<file path="src/rtl/tts_pkg.sv">
// Shared types and constants of the text terminal cursor and scroll logic.
// Used by the controller, the datapath and the top level; no dependencies.
package tts_pkg;

	localparam int COLUMNS_DEF = 80;
	localparam int ROWS_DEF    = 30;

	localparam logic [2:0] FN_PUT    = 3'd0;
	localparam logic [2:0] FN_SETCUR = 3'd1;
	localparam logic [2:0] FN_WRITE  = 3'd2;
	localparam logic [2:0] FN_SCROLL = 3'd3;
	localparam logic [2:0] FN_CLEAR  = 3'd4;

	localparam logic [1:0] ACT_STATUS = 2'd0;
	localparam logic [1:0] ACT_WRITE  = 2'd1;
	localparam logic [1:0] ACT_CLRROW = 2'd2;
	localparam logic [1:0] ACT_CLRALL = 2'd3;

	localparam logic [7:0] CH_NL = 8'd10;
	localparam logic [7:0] CH_CR = 8'd13;
	localparam logic [7:0] CH_BS = 8'd8;
	localparam logic [7:0] CH_SP = 8'd32;

	typedef struct packed {
		logic load;   // latch the input item
		logic step;   // produce one result and update cursor/base
		logic first;  // the step is the first one of the item
	} tts_cmd_t;

endpackage

</file>
<file path="src/rtl/tts_ctrl.sv">
// Sequencer of the text terminal: input handshake, result steps, output valid.
// Depends on tts_pkg; drives the datapath through tts_cmd_t.
module tts_ctrl
	import tts_pkg::*;
(
	input  logic     clk,
	input  logic     arst_n,
	input  logic     in_valid,
	output logic     in_ready,
	output logic     out_valid,
	input  logic     out_ready,
	input  logic     step_last,
	output tts_cmd_t cmd
);

	typedef enum logic [1:0] {
		IDLE,
		RUN_FIRST,
		RUN_NEXT
	} state_t;

	state_t state_q;
	logic   out_valid_q;
	logic   out_free;

	assign in_ready  = (state_q == IDLE);
	assign out_valid = out_valid_q;
	// a result slot opens when the output register is empty or being taken
	assign out_free  = !out_valid_q || out_ready;

	assign cmd.load  = in_valid && (state_q == IDLE);
	assign cmd.step  = (state_q != IDLE) && out_free;
	assign cmd.first = (state_q == RUN_FIRST);

	always_ff @(posedge clk or negedge arst_n) begin
		if (!arst_n) begin
			state_q     <= IDLE;
			out_valid_q <= 1'b0;
		end else begin
			if (cmd.step) begin
				out_valid_q <= 1'b1;
			end else if (out_ready) begin
				out_valid_q <= 1'b0;
			end
			unique case (state_q)
				IDLE: begin
					if (in_valid) state_q <= RUN_FIRST;
				end
				RUN_FIRST, RUN_NEXT: begin
					if (cmd.step) state_q <= step_last ? IDLE : RUN_NEXT;
				end
				default: state_q <= IDLE;
			endcase
		end
	end

endmodule

</file>
<file path="src/rtl/tts_dp.sv">
// Datapath of the text terminal: latched item, cursor and base registers,
// row-ring address arithmetic and the result register. Depends on tts_pkg.
module tts_dp
	import tts_pkg::*;
#(
	parameter int COLUMNS = COLUMNS_DEF,
	parameter int ROWS    = ROWS_DEF
) (
	input  logic       clk,
	input  logic       arst_n,
	input  tts_cmd_t   cmd,
	input  logic [2:0] func,
	input  logic [7:0] char_code,
	input  logic [6:0] col,
	input  logic [5:0] row,
	input  logic [5:0] scroll_count,
	output logic       step_last,
	output logic [1:0]  action,
	output logic [11:0] cell_index,
	output logic [7:0]  cell_char,
	output logic [4:0]  clear_row,
	output logic [6:0]  cursor_col,
	output logic [4:0]  cursor_row,
	output logic [4:0]  base_row,
	output logic        last
);

	localparam int CW = $clog2(COLUMNS);
	localparam int RW = $clog2(ROWS);
	localparam int IW = $clog2(ROWS * COLUMNS);

	logic [2:0] func_q;
	logic [7:0] char_q;
	logic [6:0] col_q;
	logic [5:0] row_q;
	logic [5:0] scnt_q;
	logic [5:0] cnt_q;

	logic [CW-1:0] cur_col_q;
	logic [RW-1:0] cur_row_q;
	logic [RW-1:0] top_q;

	logic [CW-1:0] nxt_col;
	logic [RW-1:0] nxt_row;
	logic [RW-1:0] nxt_top;
	logic [5:0]    nxt_cnt;
	logic [1:0]    act;
	logic [7:0]    wchar;
	logic [RW-1:0] lrow;
	logic [CW-1:0] ccol;
	logic [RW-1:0] top_adv;
	logic [RW:0]   psum;
	logic [RW-1:0] prow;
	logic [IW-1:0] idx;
	logic          in_range;

	assign top_adv  = (top_q == RW'(ROWS - 1)) ? '0 : top_q + 1'b1;
	assign in_range = ({1'b0, col_q} < 8'(COLUMNS)) && ({1'b0, row_q} < 7'(ROWS));

	// logical to physical row on the ring, then linear cell address
	assign psum = {1'b0, top_q} + {1'b0, lrow};
	assign prow = (psum >= (RW+1)'(ROWS)) ? RW'(psum - (RW+1)'(ROWS)) : psum[RW-1:0];
	assign idx  = IW'(prow) * IW'(COLUMNS) + IW'(ccol);

	always_comb begin
		act       = ACT_STATUS;
		wchar     = '0;
		nxt_col   = cur_col_q;
		nxt_row   = cur_row_q;
		nxt_top   = top_q;
		nxt_cnt   = cnt_q;
		step_last = 1'b1;
		lrow      = cur_row_q;
		ccol      = cur_col_q;
		if (!cmd.first) begin
			// one more scrolled row: the new bottom row is the old top row
			act       = ACT_CLRROW;
			nxt_top   = top_adv;
			if (func_q == FN_SCROLL && cur_row_q != '0) nxt_row = cur_row_q - 1'b1;
			nxt_cnt   = cnt_q - 6'd1;
			step_last = (cnt_q == 6'd1);
		end else begin
			unique case (func_q)
				FN_PUT: begin
					priority if (char_q == CH_NL) begin
						nxt_col = '0;
						if (cur_row_q != RW'(ROWS - 1)) begin
							nxt_row = cur_row_q + 1'b1;
						end else begin
							act     = ACT_CLRROW;
							nxt_top = top_adv;
						end
					end else if (char_q == CH_CR) begin
						nxt_col = '0;
					end else if (char_q == CH_BS) begin
						if (cur_col_q != '0) begin
							act     = ACT_WRITE;
							wchar   = CH_SP;
							ccol    = cur_col_q - 1'b1;
							nxt_col = ccol;
						end else if (cur_row_q != '0) begin
							act     = ACT_WRITE;
							wchar   = CH_SP;
							lrow    = cur_row_q - 1'b1;
							ccol    = CW'(COLUMNS - 1);
							nxt_row = lrow;
							nxt_col = ccol;
						end
					end else begin
						act   = ACT_WRITE;
						wchar = char_q;
						if (cur_col_q != CW'(COLUMNS - 1)) begin
							nxt_col = cur_col_q + 1'b1;
						end else begin
							nxt_col = '0;
							if (cur_row_q != RW'(ROWS - 1)) begin
								nxt_row = cur_row_q + 1'b1;
							end else begin
								// wrap on the last row: scroll once after the write
								nxt_cnt   = 6'd1;
								step_last = 1'b0;
							end
						end
					end
				end
				FN_SETCUR: begin
					if (in_range) begin
						nxt_col = CW'(col_q);
						nxt_row = RW'(row_q);
					end
				end
				FN_WRITE: begin
					if (in_range) begin
						act   = ACT_WRITE;
						wchar = char_q;
						lrow  = RW'(row_q);
						ccol  = CW'(col_q);
					end
				end
				FN_SCROLL: begin
					if (scnt_q != '0) begin
						act     = ACT_CLRROW;
						nxt_top = top_adv;
						if (cur_row_q != '0) nxt_row = cur_row_q - 1'b1;
						nxt_cnt   = scnt_q - 6'd1;
						step_last = (scnt_q == 6'd1);
					end
				end
				FN_CLEAR: begin
					act     = ACT_CLRALL;
					nxt_col = '0;
					nxt_row = '0;
					nxt_top = '0;
				end
				default: begin
				end
			endcase
		end
	end

	always_ff @(posedge clk or negedge arst_n) begin
		if (!arst_n) begin
			cur_col_q <= '0;
			cur_row_q <= '0;
			top_q     <= '0;
		end else if (cmd.step) begin
			cur_col_q <= nxt_col;
			cur_row_q <= nxt_row;
			top_q     <= nxt_top;
		end
	end

	always_ff @(posedge clk) begin
		if (cmd.load) begin
			func_q <= func;
			char_q <= char_code;
			col_q  <= col;
			row_q  <= row;
			scnt_q <= scroll_count;
		end
		if (cmd.step) begin
			cnt_q      <= nxt_cnt;
			action     <= act;
			cell_index <= (act == ACT_WRITE) ? 12'(idx) : '0;
			cell_char  <= wchar;
			clear_row  <= (act == ACT_CLRROW) ? 5'(top_q) : '0;
			cursor_col <= 7'(nxt_col);
			cursor_row <= 5'(nxt_row);
			base_row   <= 5'(nxt_top);
			last       <= step_last;
		end
	end

endmodule

</file>
<file path="src/rtl/text_terminal_cursor_scroll.sv">
// Text terminal control: takes one operation per item (put char, set cursor,
// write at cell, scroll up, clear screen) and emits one result per memory
// effect, each with cursor and base row as status. An item is latched when
// it is taken, and its results are then loaded into the output register one
// per cycle while the output side keeps up; the next item is accepted while
// the last result of the previous one still waits in the output register.
// Rows of the character memory form a ring; cell_index is physical row times
// COLUMNS plus column. Depends on tts_pkg, tts_ctrl and tts_dp.
module text_terminal_cursor_scroll
	import tts_pkg::*;
#(
	parameter int COLUMNS = COLUMNS_DEF,
	parameter int ROWS    = ROWS_DEF
) (
	input  logic        clk,
	input  logic        arst_n,
	input  logic        in_valid,
	output logic        in_ready,
	input  logic [2:0]  func,
	input  logic [7:0]  char_code,
	input  logic [6:0]  col,
	input  logic [5:0]  row,
	input  logic [5:0]  scroll_count,
	output logic        out_valid,
	input  logic        out_ready,
	output logic [1:0]  action,
	output logic [11:0] cell_index,
	output logic [7:0]  cell_char,
	output logic [4:0]  clear_row,
	output logic [6:0]  cursor_col,
	output logic [4:0]  cursor_row,
	output logic [4:0]  base_row,
	output logic        last
);

	tts_cmd_t cmd;
	logic     step_last;

	tts_ctrl u_ctrl (
		.clk       (clk),
		.arst_n    (arst_n),
		.in_valid  (in_valid),
		.in_ready  (in_ready),
		.out_valid (out_valid),
		.out_ready (out_ready),
		.step_last (step_last),
		.cmd       (cmd)
	);

	tts_dp #(
		.COLUMNS (COLUMNS),
		.ROWS    (ROWS)
	) u_dp (
		.clk          (clk),
		.arst_n       (arst_n),
		.cmd          (cmd),
		.func         (func),
		.char_code    (char_code),
		.col          (col),
		.row          (row),
		.scroll_count (scroll_count),
		.step_last    (step_last),
		.action       (action),
		.cell_index   (cell_index),
		.cell_char    (cell_char),
		.clear_row    (clear_row),
		.cursor_col   (cursor_col),
		.cursor_row   (cursor_row),
		.base_row     (base_row),
		.last         (last)
	);

endmodule

</file>
<file path="config.mk">
export PLATFORM = sky130hd
export DESIGN_NAME = text_terminal_cursor_scroll
export DESIGN_NICKNAME = d
export VERILOG_FILES = /design/src/rtl/tts_pkg.sv /design/src/rtl/tts_ctrl.sv /design/src/rtl/tts_dp.sv /design/src/rtl/text_terminal_cursor_scroll.sv
export SDC_FILE = /design/constraint.sdc
export NUM_CORES = 1
export LEC_CHECK = 0
export BUFFER_PORTS_ARGS = -buffer_cell sky130_fd_sc_hd__buf_2
export CAP_MARGIN = 30
export CORE_MARGIN = 10
export CORE_UTILIZATION = 45
export CTS_CLUSTER_SIZE = 10
export DETAILED_ROUTE_END_ITERATION = 6
export SLEW_MARGIN = 20
export SYNTH_ARGS = -nofsm -noshare
export SYNTH_HDL_FRONTEND = slang
export SYNTH_SLANG_ARGS = --single-unit
</file>
<file path="constraint.sdc">
create_clock -name clk -period 8.6 [get_ports clk]
set_input_delay 0.43 -clock clk [delete_from_list [all_inputs] [get_ports clk]]
set_output_delay 0.43 -clock clk [all_outputs]
set_load 0.02 [all_outputs]
</file>
Word level (Yosys, flattened, before mapping)
Index checks and enable logic that the tools add are counted.
- register bits: 101
- latch bits: 0
- RAM bits: 0
- memory bits (read-only): 0
- input port bits: 34
- output and inout port bits: 47
- word-level logic and storage cells: 151
- memories kept: 0
- add/subtract/negate cells: 10
- $mul: 1
- divide/modulo/power cells: 0
- magnitude comparators: 3
- eq/ne operators: 25
- shift-type cells: 0
- multiplexer cells: 77
- bitwise operators: 0
- reduce and logical (&&, ||, !) cells: 16
- operators with widths (kind ; number):
    2-to-1 mux 5 bit ; 21
    2-to-1 mux 7 bit ; 12
    2-to-1 mux 6 bit ; 8
    2-to-1 mux 8 bit ; 5
    equality test 8 x 4 -> 1 bit, second input constant ; 3
    inequality test 3 bit, second input constant ; 7
    one-hot mux 7 bit (3 select lines) ; 1
    2-to-1 mux 2 bit ; 10
    one-hot mux 5 bit (4 select lines) ; 1
    one-hot mux 8 bit (2 select lines) ; 1
    one-hot mux 5 bit (3 select lines) ; 1
    one-hot mux 7 bit (2 select lines) ; 1
    adder 12 x 7 -> 12 bit ; 1
    equality test 6 x 1 -> 1 bit, second input constant ; 2
    one-hot mux 6 bit (2 select lines) ; 1
    subtractor 6 x 1 -> 6 bit, second input constant ; 2
    2-to-1 mux 1 bit ; 11
    adder 5 x 1 -> 5 bit, second input constant ; 2
    one-hot mux 5 bit (2 select lines) ; 1
    multiplier 5 x 3 -> 8 bit, second input constant ; 1
    one-hot mux 2 bit (4 select lines) ; 1
    AND reduction 8 bit ; 1
    adder 7 x 1 -> 7 bit, second input constant ; 1
    less-than comparator 7 bit, second input constant ; 1
    other kinds (28) ; 36

Depth between registers and ports, before layout
Gate-level depths: netlist of run 1.
- depth in word-level cells: 13
- gate-level depth with buffers: 25
- mapped depth without buffers: 24

Hierarchy
A second synthesis of run 1 with hierarchy kept.
- cells, all modules: 653
- area total of the unflattened synthesis: 6637.6 µm²
- by module, submodules not included (module ; times used ; cells an instance ; area each (µm²) ; seq. area each (µm²)):
    tts_dp ; 1 ; 631 ; 6427.4 ; 2857.7
    tts_ctrl ; 1 ; 22 ; 210.2 ; 75.1

Least setup slack after synthesis of run 1
No wires, ideal clock.
- kind: reg2reg
- start point: register u_dp.cur_row_q[0]
- end point: register u_dp.cell_index[10], data pin
- setup time: 0.146 ns
- arrival: 5.544 ns
- required time: 8.454 ns
- setup slack: 2.910 ns
- stages on the path, launching flop included: 26
- path buffers: 1
- clock period less this slack: 5.690 ns
- path through: dfrtp_1 buf_1 inv_1 ha_1 nor4b_2 or3_4 o32ai_1 a21oi_1 o21ai_0 ha_1 inv_1 fa_1 nor2b_1 o21a_1 a32oi_1 o32a_1 o21a_1 xnor2_1 ha_1 ha_1 fa_1 xor2_1 o2111ai_1 xnor2_1 or3_1 a21oi_1
- cells in the longest elaborated chain, start to end: 13
- elaborated cells between the ends (all ways): 33
- classes of those cells: 4 x add/sub; 1 x mul; 1 x order compare; 2 x eq/ne; 24 x mux; 1 x reduce/logical
- ends and longest elaborated chain (element ; line ; source):
    from (decl) ; tts_dp.sv:40 ; logic [RW-1:0] cur_row_q;
    from (signal assigned) ; tts_dp.sv:168 ; cur_row_q <= nxt_row;
    subtractor 5 x 1 -> 5 bit or nonzero test 5 bit (tied branches) ; tts_dp.sv:104, tts_dp.sv:101 ;
    2-to-1 mux 5 bit ; tts_dp.sv:101 ; end else if (cur_row_q != '0) begin
    2-to-1 mux 5 bit ; tts_dp.sv:96 ; if (cur_col_q != '0) begin
    2-to-1 mux 5 bit ; tts_dp.sv:95 ; end else if (char_q == CH_BS) begin
    2-to-1 mux 5 bit ; tts_dp.sv:93 ; end else if (char_q == CH_CR) begin
    2-to-1 mux 5 bit ; tts_dp.sv:85 ; priority if (char_q == CH_NL) begin
    one-hot mux 5 bit (2 select lines) ; tts_dp.sv:83 ; unique case (func_q)
    2-to-1 mux 5 bit ; tts_dp.sv:75 ; if (!cmd.first) begin
    adder 5 x 5 -> 6 bit ; tts_dp.sv:61 ; assign psum = {1'b0, top_q} + {1'b0, lrow};
    subtractor 5 bit or greater-or-equal comparator 6 x 5 -> 1 bit (tied branches) ; tts_dp.sv:62 ; assign prow = (psum >= (RW+1)'(ROWS)) ? RW'(psum - (RW+1)'(ROWS)) : psum[RW-1:0];
    2-to-1 mux 5 bit ; tts_dp.sv:62 ;
    multiplier 5 x 3 -> 8 bit ; tts_dp.sv:63 ; assign idx = IW'(prow) * IW'(COLUMNS) + IW'(ccol);
    adder 12 x 7 -> 12 bit ; tts_dp.sv:63 ;
    to (signal assigned) ; tts_dp.sv:184 ; cell_index <= (act == ACT_WRITE) ? 12'(idx) : '0;
    to (decl) ; tts_dp.sv:19 ; output logic [11:0] cell_index,
Parallel ways exist; a longest one is shown, timed or not.
A chain may end at the register's enable or synchronous reset.

Final worst setup path of run 1
- start point: register u_ctrl.state_q[1]
- end point: register u_dp.cell_index[10], data pin
- cells in the longest elaborated chain, start to end: 7
- elaborated cells between the ends (all ways): 11
- classes of those cells: 3 x add/sub; 1 x mul; 1 x order compare; 2 x eq/ne; 4 x mux
- ends and longest elaborated chain (element ; line ; source):
    from (decl) ; tts_ctrl.sv:22 ; state_t state_q;
    from (signal assigned) ; tts_ctrl.sv:50 ; if (cmd.step) state_q <= step_last ? IDLE : RUN_NEXT;
    equality test 2 x 1 -> 1 bit * ; tts_ctrl.sv:33 ; assign cmd.first = (state_q == RUN_FIRST);
    2-to-1 mux 5 bit ; tts_dp.sv:75 ;
    adder 5 x 5 -> 6 bit ; tts_dp.sv:61 ;
    subtractor 5 bit or greater-or-equal comparator 6 x 5 -> 1 bit (tied branches) ; tts_dp.sv:62 ;
    2-to-1 mux 5 bit ; tts_dp.sv:62 ;
    multiplier 5 x 3 -> 8 bit ; tts_dp.sv:63 ;
    adder 12 x 7 -> 12 bit ; tts_dp.sv:63 ;
Every way passes the cells marked *; elsewhere a longest branch is shown, timed or not.

==> flow_metrics.tcl, run 1 <==
set metrics [dict create \
    cts-root-buf "clkbuf_16" \
    arrival_ps 7010 \
    violations "design-rule violations" \
    peakVddDrop_mv 0.313 \
    post_cts_buffers 0 \
    yosys_warnings 0 \
    cp-end-kind "flop" \
    cts.sinks 101 \
    cts_hold_buf 0 \
    min_period_ps 6800 \
    final_common_cell "edfxtp_1" \
    drv_cap 0 \
    seq_area_frac_synth_pct 44.6 \
    numCtsBuffers 9 \
    ys_ff_latch 101 \
    grt_pass1_wl_um 30400 \
    leakagePower_nw 2.87 \
    antenna_found_initial 0 \
    critPathMaxFanout 27 \
    crit_type "reg -> reg" \
    vias 5609 \
    syn_nets 733 \
    place.gp.congestion 0.989 \
    die_w_um 141 \
    hpwl_um 14100 \
    layout_common_cells "edfxtp_1 (81), buf_2 (80), nand2_1 (57), nor2_1 (47), a21oi_1 (34)" \
    final_cells 923 \
    syn_inst 666 \
    fmax_mhz 147 \
    finalMaxSlewViolations 0 \
    relSlewSlack_pct 35.6 \
    num_rows 44 \
    detail_route.first_pass.iterations 7 \
    ys.flop_type "edfxtp_1" \
    clkLatencyLatePin_ps 360 \
    worst_pin_slew_ps 958 \
    cpPeakStageDelay_ps 870 \
    finalCritPeriodShare_pct 79.1 \
    crit_slowest_cell "nor3_1" \
    die_height_um 141 \
    critical_path.cell_chain "inv_1, ha_1, buf_4, clkinv_1, nor3_1, nand3_1, o311ai_1, ha_1, and3_1, or3_1, a32oi_1, o32a_1, o21a_1, xnor2_1, ha_1, ha_1, fa_1, xor2_1, o2111ai_1, xnor2_1, or3_1, a21oi_1" \
    grt_use_total_pct 19.0 \
    wl_per_cell_um 20.6 \
    synth_edf_count 81 \
    min_path_type "in -> async" \
    async_reset_ff_share_pct 19.8 \
    netlist_area_um2 6580 \
    die-area_um2 19900 \
    drive_gt1_share_pct 16.8 \
    crit_top_cell "ha_1" \
    htreeDepth 3 \
    status "complete, but fails checks" \
    synthesis.area_per_instance_um2 9.88 \
    layout.nets 801 \
    path_clk_slew_ps 70 \
    portBuffers 80 \
    routed_wl_um 19000 \
    cts_resized 0 \
    initial_utilization_pct 45.6 \
    area_delta_synth_final_pct 13.2 \
    fin_skew_ps 9.78 \
    p_per_area_nw_per_um2 445 \
    final.setup.tns_ps 0 \
    grt_pass1_vias 5664 \
    core_um2 14400 \
    drt_iter0_drc 386 \
    grt_setup_unrepaired "no" \
    dp_cells 906 \
    setup_viol 0 \
    synthDistinctLibCells 76 \
    drc_errors 4 \
    ant_nets 0 \
    io_pins 81 \
    cts_tree "yes" \
    num_antenna_cells 0 \
    grt_max_degree 35 \
    cts_buffer_depth 2 \
    hold_violations 0 \
    worstPathRequired_ps 8800 \
    routed_via_density 6.08 \
    start_kind "flop" \
    grt_overflow 0 \
]
==> metal layers <==
metal | share of wire, % | global-route usage, %
met1 | 44 | 24.9
met2 | 46 | 30.0
met3 | 7.4 | 4.00
met4 | 2.4 | 7.28
met5 | 0 | 0
==> critical path, delay by kind of cell (launching register included) <==
kind / cells / cell delay (ps)
compound gates: 6 / 1460
buf+inv: 3 / 760
flops: 1 / 410
fa+ha+maj: 5 / 1390
xor+xnor: 3 / 590
simple gates: 5 / 2020
==> through the flow <==
stage	worst slack, ps	instance area (um^2)	hold slack (ps)	utilization (%)	power [W]
3_3_place_gp	2230	7140	450	49.5	0.00284
2_1_floorplan	2910	6580	134	-	0.00241
6_report	1800	7440	82.4	51.6	0.00331
3_5_place_dp	1970	7140	470	49.5	0.00288
4_1_cts	1930	7440	89.9	51.6	0.00331
5_1_grt	1440	7440	110	51.6	0.00358
==> final timing paths <==
check | depth (start not counted) | slack, ps | to | startpoint
worst max-delay path | 22 | 1800 | u_dp.cell_index[10] | u_ctrl.state_q[1]
worst min-delay path | 1 | 80 | u_dp.cur_col_q[4] | arst_n
worst max register to register | 22 | 1800 | u_dp.cell_index[10] | u_ctrl.state_q[1]
worst min register to register | 2 | 510 | u_ctrl.out_valid | u_ctrl.out_valid
max in group asynchronous | 1 | 8100 | u_dp.cur_row_q[1] | arst_n
min in group clk | 1 | 250 | u_dp.col_q[0] | col[0]
==> cell usage after synthesis, types with 4 or more instances <==
cell,instances,share of area (%)
and2_1,14,1.3
ha_1,30,5.7
o22a_1,4,0.53
o21a_1,6,0.68
or3_1,9,0.86
o211ai_1,10,1.1
nand2b_1,12,1.1
nand3b_1,5,0.57
nor4_1,6,0.57
a21o_1,12,1.4
a22o_1,8,1.1
o22ai_1,10,0.95
clkbuf_1,24,1.4
nand2_1,57,3.3
nor3_1,31,2.4
a211oi_1,8,0.91
a22oi_1,6,0.68
edfxtp_1,81,37
a2111oi_0,4,0.53
mux2_2,7,1.2
a31oi_1,9,0.86
nor2_1,47,2.7
o2bb2ai_1,4,0.53
a21oi_1,34,2.6
xnor2_1,15,2.0
nor2b_1,10,0.95
buf_2,6,0.46
dfrtp_1,20,7.6
mux2i_1,10,1.5
inv_1,25,1.4
xor2_1,13,1.7
o221ai_1,5,0.67
nand3_1,26,2.0
o21ai_0,31,2.4
nand4_1,4,0.38
o31ai_1,4,0.46
and3_1,5,0.48
==> cell families (layout without fill, tap and decap cells) <==
| family | Yosys count | count (layout) | synth area share [%] |
|---|---|---|---|
| AOI/OAI and AO/OA | 186 | 186 | 19.9 |
| and+or+nand+nor | 242 | 242 | 18.8 |
| muxes | 17 | 17 | 2.72 |
| buffers and inverters | 59 | 132 | 3.65 |
| DFF | 101 | 101 | 44.6 |
| xor gates and xnor gates | 28 | 28 | 3.73 |
| adders and majority gates | 33 | 33 | 6.62 |
==> registers in the layout, summed over array words and instances, names as in the netlist <==
name,count
u_dp.cnt_q,6
u_dp.base_row,5
u_dp.cur_row_q,5
u_dp.cur_col_q,7
u_dp.clear_row,5
u_dp.cell_index,12
u_ctrl.out_valid,1
u_ctrl.state_q,2
u_dp.char_q,8
u_dp.top_q,5
u_dp.row_q,6
u_dp.action,2
u_dp.scnt_q,6
u_dp.cell_char,8
u_dp.cursor_col,7
u_dp.col_q,7
u_dp.cursor_row,5
u_dp.func_q,3
u_dp.last,1
==> layout make-up <==
cell class	count	area (um^2)
fill	1361	6980
multi-input combinational	506	3410
sequential	101	2930
timing repair buffer	90	473
tap	184	230
clock buffer	9	225
inverter	26	97.6
clock inverter	7	75.1
==> power breakdown <==
part	switching [W]	internal, W	leakage, nW	total [W]
clock network	0.000187	0.000227	0.143	0.000414
logic	0.00121	0.000768	1.71	0.00198
registers	0.000157	0.000758	1.02	0.000915
No activity file was read; power rests on OpenSTA's default activity.
==> run 2, diff against run 1 <==
==> constraint.sdc (replaced) <==
create_clock -name clk -period 6.4 [get_ports clk]
set_input_delay 0.32 -clock clk [delete_from_list [all_inputs] [get_ports clk]]
set_output_delay 0.32 -clock clk [all_outputs]
set_load 0.02 [all_outputs]
==> run 2 against run 1 <==
  * The flow now finishes without violations
  * Die area is the same
  * Clock power grew 31%
  * Sequential power grew 28%
  * Routed wire length shrank 0.58%
  * Critical path type unchanged
  * Largest power group unchanged
  * Highest routed layer unchanged
==> flow_metrics.tcl, run 2 (same netlist as run 1, synthesis figures left out) <==
set metrics [dict create \
    r2r-end "u_dp.cell_index[10]" \
    grt_setup_unrepaired "no" \
    grt_use_total_pct 18.9 \
    post-place-ws_ps 285 \
    grt_pass1_vias 5796 \
    startpoint "u_dp.char_q[5]" \
    grt_max_degree 35 \
    initial_utilization_pct 45.6 \
    postPlaceCellArea_um2 7290 \
    drt_iter0_drc 470 \
    num_antenna_cells 0 \
    die-area_um2 19900 \
    place.gp.congestion 0.910 \
    die_height_um 141 \
    layout_common_cells "edfxtp_1 (81), buf_2 (80), nand2_1 (57), nor2_1 (47), a21oi_1 (34)" \
    die_w_um 141 \
    detail_route.first_pass.iterations 5 \
    io_pins 81 \
    drive_gt1_share_pct 19.6 \
    path_clk_slew_ps 70 \
    cp-end-kind "flop" \
    cts_tree "yes" \
    leakagePower_nw 3.00 \
    num_rows 44 \
    cts.sinks 101 \
    ant_nets 0 \
    numCtsBuffers 9 \
    finalWorstSetupSlack_ps 390 \
    antenna_found_initial 0 \
    arrival_ps 6210 \
    start_kind "flop" \
    hold_violations 0 \
    routed_via_density 6.08 \
    min_period_ps 6010 \
    final.setup.tns_ps 0 \
    layout.nets 824 \
    vias 5755 \
    setup_viol 0 \
    hpwl_um 14200 \
    wl_per_cell_um 20.0 \
    routed_wl_um 18900 \
    fin_total_pwr_w 0.00454 \
    finalCritPeriodShare_pct 93.9 \
    portBuffers 80 \
    n_fill_cell 1343 \
    final_util_pct 52.9 \
    core_um2 14400 \
    peakVddDrop_mv 0.394 \
    p_per_area_nw_per_um2 595 \
    endpoint "u_dp.cell_index[10]" \
    critPathMaxFanout 5 \
    fmax_mhz 166 \
    min_path_type "in -> reg" \
    worst_pin_slew_ps 812 \
    grt_pass1_wl_um 30700 \
    grt_overflow 0 \
    status "finished, final reports clean" \
    top_register "u_dp.cell_index" \
    finalMaxSlewViolations 0 \
    largest_register_ffs 12 \
    final_common_cell "edfxtp_1" \
    area_delta_synth_final_pct 16.1 \
    reg_top3 "u_dp.cell_index: 12 flops, u_dp.cell_char: 8 flops, u_dp.char_q: 8 flops" \
    drv_cap 0 \
    cts-root-buf "clkbuf_16" \
    cts_buffer_depth 2 \
    worstPathRequired_ps 6600 \
    rrSetupSlack_ps 390 \
    r2r-start "u_dp.char_q[5]" \
    fin_skew_ps 7.92 \
    final_cell_area_um2 7640 \
    htreeDepth 3 \
    drc_errors 0 \
    clkLatencyLatePin_ps 350 \
    crit_type "reg -> reg" \
    ff2ff_path_depth 20 \
    relSlewSlack_pct 45.9 \
]
-- run 2: routing by layer --
layer | up-vias | part of all wire (%) | track usage, %
met4 | 0 | 2.6 | 7.28
met5 | - | 0 | 0
li1 | 2703 | - | -
met2 | 233 | 46 | 29.7
met3 | 42 | 6.1 | 3.66
met1 | 2777 | 46 | 25.2
-- run 2: worst min-delay path by stage --
stage               startpoint                end  cells after the start
6_report       scroll_count[5]     u_dp.scnt_q[5]                      1
5_1_grt        scroll_count[3]     u_dp.scnt_q[3]                      1
4_1_cts        scroll_count[3]     u_dp.scnt_q[3]                      1
3_5_place_dp            arst_n  u_dp.cur_col_q[2]                      1
3_3_place_gp            arst_n  u_dp.cur_col_q[2]                      1
2_1_floorplan           arst_n   u_ctrl.out_valid                      0
-- run 2: what timing repair did --
action / in CTS / in global routing
resized for setup: 0 / 6
hold buffers: 1 / 0
hold endpoints to repair: 20 / 0
endpoints found under the setup margin: 0 / 1
buffers inserted: 0 / 2
-- run 2: critical path, cell delays in order, from the launching register on --
cell,delay [ps]
edfxtp_1,410
or4_4,590
nor4b_4,430
buf_4,180
nand3_1,90
o311ai_1,460
ha_1,330
and3_1,220
or3_1,380
a32oi_1,210
o32a_1,230
o21a_1,200
xnor2_1,180
ha_1,290
ha_1,230
fa_1,440
xor2_2,220
o2111ai_1,160
xnor2_1,160
or3_1,310
a21oi_1,140
-- run 2: area by class of cell --
type	instances	area [um^2]	area share (%)
clock buffers	10	229	3.00
clock inverters	6	61.3	0.803
inverters	26	97.6	1.28
multi-input cells	506	3430	45.0
flip-flops and latches	101	2930	38.4
well taps	184	230	3.01
repair buffers	113	651	8.52
-- run 2: power by group --
part / internal [W] / total [W] / switching (W) / leakage, nW
sequential: 0.00102 / 0.00117 / 0.000154 / 1.02
clock: 0.000303 / 0.000544 / 0.000241 / 0.143
combinational: 0.00111 / 0.00282 / 0.00172 / 1.83
-- run 2: metrics by stage --
stage,hold slack (ps),instances
finish,136,946
global route,123,946
CTS,126,944
detailed placement,353,927
global placement,349,927
floorplan,24.4,666
